## config.mk

```make
export PLATFORM = sky130hd
export DESIGN_NAME = lca_mul
export DESIGN_NICKNAME = d
export VERILOG_FILES = /design/src/rtl/lca_pkg.sv /design/src/rtl/lca_mul.sv
export SDC_FILE = /design/constraint.sdc
export NUM_CORES = 2
export LEC_CHECK = 0
export ABC_CLOCK_PERIOD_IN_PS = 20200
export BUFFER_PORTS_ARGS = -buffer_cell sky130_fd_sc_hd__clkbuf_2
export CORE_UTILIZATION = 40
export CTS_CLUSTER_DIAMETER = 200
export DETAILED_ROUTE_END_ITERATION = 10
export SYNTH_ARGS = -nofsm -noshare
export SYNTH_HDL_FRONTEND = slang
export SYNTH_SLANG_ARGS = --single-unit
```

## constraint.sdc

```tcl
create_clock -name clk -period 20.2 [get_ports clk]
set_input_delay 4.04 -clock clk [delete_from_list [all_inputs] [get_ports clk]]
set_output_delay 4.04 -clock clk [all_outputs]
set_load 0.005 [all_outputs]
```

## src/rtl/lca_pkg.sv

```systemverilog
package lca_pkg;

    localparam int WORD_W    = 32;
    localparam int CHUNK_W   = 32;
    localparam int MUL_LAT   = 4;
    localparam int DIV_STEPS = 32;

    localparam logic [WORD_W-1:0] S32_MAX = {1'b0, {(WORD_W-1){1'b1}}};
    localparam logic [WORD_W-1:0] S32_MIN = {1'b1, {(WORD_W-1){1'b0}}};

    localparam logic STATUS_OK       = 1'b0;
    localparam logic STATUS_PARALLEL = 1'b1;

    typedef struct packed {
        logic signed [WORD_W-1:0] p1_x;
        logic signed [WORD_W-1:0] p1_y;
        logic signed [WORD_W-1:0] p1_z;
        logic signed [WORD_W-1:0] p2_x;
        logic signed [WORD_W-1:0] p2_y;
        logic signed [WORD_W-1:0] p2_z;
        logic signed [WORD_W-1:0] d1_x;
        logic signed [WORD_W-1:0] d1_y;
        logic signed [WORD_W-1:0] d1_z;
        logic signed [WORD_W-1:0] d2_x;
        logic signed [WORD_W-1:0] d2_y;
        logic signed [WORD_W-1:0] d2_z;
    } lca_in_t;

    typedef struct packed {
        logic        [WORD_W-2:0] distance;
        logic signed [WORD_W-1:0] vertex_x;
        logic signed [WORD_W-1:0] vertex_y;
        logic signed [WORD_W-1:0] vertex_z;
        logic                     status;
    } lca_out_t;

endpackage

```

## src/rtl/lca_mul.sv

```systemverilog
module lca_mul
    import lca_pkg::*;
#(
    parameter int AW = WORD_W,
    parameter int BW = WORD_W
)
(
    input  logic                  clk,
    input  logic signed [AW-1:0]  a,
    input  logic signed [BW-1:0]  b,
    output logic signed [AW+BW-1:0] p
);

    localparam int NA     = (AW + CHUNK_W - 1) / CHUNK_W;
    localparam int NB     = (BW + CHUNK_W - 1) / CHUNK_W;
    localparam int UA     = NA * CHUNK_W;
    localparam int UB     = NB * CHUNK_W;
    localparam int PW     = AW + BW;
    localparam int ROW_W  = CHUNK_W + UB;
    localparam int FULL_W = UA + UB;

    logic [AW-1:0]          abs_a;
    logic [BW-1:0]          abs_b;
    logic [UA-1:0]          ma_reg;
    logic [UB-1:0]          mb_reg;
    logic [2:0]             neg_reg;
    logic [2*CHUNK_W-1:0]   pp_reg [NA][NB];
    logic [ROW_W-1:0]       row_next [NA];
    logic [ROW_W-1:0]       row_reg [NA];
    logic [FULL_W-1:0]      full_next;
    logic signed [PW-1:0]   p_reg;

    assign abs_a = a[AW-1] ? -a : a;
    assign abs_b = b[BW-1] ? -b : b;

    always_comb
    begin
        for (int i = 0; i < NA; i++)
        begin
            row_next[i] = '0;
            for (int j = 0; j < NB; j++)
            begin
                row_next[i] = row_next[i] + (ROW_W'(pp_reg[i][j]) << (j * CHUNK_W));
            end
        end
        full_next = '0;
        for (int i = 0; i < NA; i++)
        begin
            full_next = full_next + (FULL_W'(row_reg[i]) << (i * CHUNK_W));
        end
    end

    always_ff @(posedge clk)
    begin
        ma_reg  <= UA'(abs_a);
        mb_reg  <= UB'(abs_b);
        neg_reg <= {neg_reg[1:0], a[AW-1] ^ b[BW-1]};
        for (int i = 0; i < NA; i++)
        begin
            for (int j = 0; j < NB; j++)
            begin
                pp_reg[i][j] <= (2*CHUNK_W)'(ma_reg[i*CHUNK_W +: CHUNK_W])
                              * (2*CHUNK_W)'(mb_reg[j*CHUNK_W +: CHUNK_W]);
            end
        end
        row_reg <= row_next;
        p_reg   <= neg_reg[2] ? -PW'(full_next) : PW'(full_next);
    end

    assign p = p_reg;

endmodule

```

==> metrics <==
CP Launch Type flop; Crit Path Class reg -> reg; yosys warns 0; FFs w/ async S/R, synth 0; r2r setup slk 11.69 ns; Crit-path slowest cell dfxtp_1; total gr overflow 0; PnR worst setup slack 11.69 ns; initial antenna violation count 6; routed vias/inst 5.07; unrepaired setup endpoints after global routing no; most common cell after layout, fill and taps aside fa_1; Max Slew Vio Count 0; hold path startpoint pp_reg[0][11]; #FFs+latches synth 259; CTS max path bufs 3; cell area after synthesis 41100 µm²; actual slew at the worst max-slew pin 1.25 ns; DR pass1 iterations 5; Synth Instances 4334; Routed WL 115 mm; DR vias 28800; WHS Path Cells 0; Endpoint, Worst Hold row_reg[11]; CP startpoint mb_reg[7]; initial core utilization 0.403; outcome finished clean; largest net degree at the start of global routing 64; row count 117; H-tree levels 1; CTS clk-pin slew, worst paths 0.09 ns; worst r2r src mb_reg[7]; critical path's top delay family adder cells; DP Wirelength 84.5 mm; Final TNS setup 0 ns; # clock sinks 259; total track usage 0.228; Ports 129; port bufs 128; period utilization 0.421; FF-to-FF path depth 23; Post-synth EDFFs 0; vias in the first global route 31000; most used cell along the critical path fa_1; setup violators final 0; Fin. Hold Viols 0; WP data required 20.72 ns; CP Buf/Inv Count 4; reg-to-reg endpoint pp_reg[0][41]; Clock Skew 0.0360 ns; Detail Route Antenna Nets 0; DR DRC count 0; Final min period 8.51 ns; gpl congestion 0.903; Die X 323 µm; Syn Nets 5561; Area Growth Syn to Fin 6.62%; Hold-fix buffers, CTS 0; Tightest Hold Check Type reg -> reg; Root Buffer clkbuf_16; Peak Freq 118 MHz; Critical Path Fanout Max 32; core area 102000 µm²; Netlist cell types 57; CTS tree built; Place WS 11.74 ns; Num CTS Buffers 28; Nets 5517; Fillers 10100; initial drt markers 1955; Mean Syn Cell Area 9.48 µm²; Max Cap Viol 0; Crit. End Element flop; global-route wire length before repair 180 mm; Worst path max stage delay 1.16 ns; Most used DFF post-synth dfxtp_1; post-synthesis sequential area ratio 0.126; most frequent cells in the layout fa_1, inv_1, and2_1, nand2_1, ha_1; Worst EP arrival 9.02 ns; layout cells sized above 1 0.0610; die height 323 µm; cts repair resizes 0; Rel. slew slack 0.166; worst path cell trace and2_1 -> fa_1 -> fa_1 -> fa_1 -> inv_1 -> fa_1 -> inv_1 -> fa_1 -> inv_1 -> fa_1 -> inv_1 -> fa_1 -> fa_1 -> ha_1 -> a21o_1 -> a311o_1 -> a21o_1 -> nor3_1 -> nor2_1 -> a311oi_1 -> o21bai_1 -> a21oi_1 -> xnor2_1; Worst-Skew Late Latency 0.62 ns; drt wl/cell 20.2 µm; setup bufs post-CTS 0; die area 104000 µm²
## worst max path at each step
stage	endpoint	slack, ns	depth (start not counted)
after floorplan	pp_reg[0][60]	13.19	22
after global placement	pp_reg[0][41]	11.84	23
after detailed placement	pp_reg[0][41]	11.74	23
after CTS	pp_reg[0][41]	11.68	23
after global routing	pp_reg[0][41]	11.33	23
final	pp_reg[0][41]	11.69	23
## cell type report
class                           count  area [µm²]  share of cell area
Clock inverter                     17         221             0.00505
Tap cell                         1368        1710              0.0391
Clock buffer                       33         749              0.0171
Sequential cell                   259        5230               0.119
Antenna cell                        1        2.50           0.0000571
Timing Repair Buffer              160         881              0.0201
Multi-Input combinational cell   2970       31800               0.725
Inverter                          871        3270              0.0746
## layer usage
| metal | track usage | up-vias | wire length, µm |
|---|---|---|---|
| li1 | - | 12800 | - |
| met1 | 0.316 | 14700 | 50900 |
| met3 | 0.0657 | 178 | 11500 |
| met2 | 0.349 | 1105 | 49500 |
| met4 | 0.0540 | 4 | 2840 |
| met5 | 0 | - | 32 |
## synth_stat cells (all sizes together), types with 3 or more instances
cell type,instances,share of area
o21bai,13,0.0024
o21ai,78,0.0095
a311oi,3,0.00064
ha,266,0.081
o21a,12,0.0022
a31o,3,0.00064
fa,896,0.44
xor2,28,0.0060
or3,25,0.0038
or2,8,0.0013
o41ai,12,0.0027
nor3,18,0.0022
nand2,492,0.045
clkbuf,233,0.021
nand4,23,0.0035
dfxtp,259,0.13
and3,4,0.00061
nor2,44,0.0042
a2111oi,3,0.00064
o211ai,7,0.0013
nor4,10,0.0015
o31ai,41,0.0077
a211oi,4,0.00073
a31oi,14,0.0021
xnor2,156,0.033
a21o,33,0.0060
a21boi,3,0.00055
and2,632,0.096
nand3,17,0.0021
inv,871,0.080
or4,17,0.0035
a21oi,80,0.0097
nand2b,8,0.0012
## cell families (layout without fill, tap and decap cells)
group / after synthesis / in the layout / synth area share
AND/OR/NAND/NOR: 1305 / 1305 / 0.166
adder cells (fa/ha/maj): 1162 / 1162 / 0.517
buffers and inverters: 1105 / 1081 / 0.101
AO/OA/AOI/OAI: 319 / 319 / 0.0498
flip-flops: 259 / 259 / 0.126
XOR/XNOR: 184 / 184 / 0.0392
other: 0 / 1 / 0
## through the flow
step	utilization	cell area [µm²]	hold slack [ns]	cells
global route	0.430	43800	0.310	5678
global placement	0.421	42900	0.313	5628
finish	0.430	43800	0.305	5679
CTS	0.430	43800	0.308	5678
detailed placement	0.421	42900	0.312	5628
floorplan	-	41100	0.310	4334
Power is not shown: default switching activity piles up to over one toggle a cycle in this logic, so the estimate is an artifact.
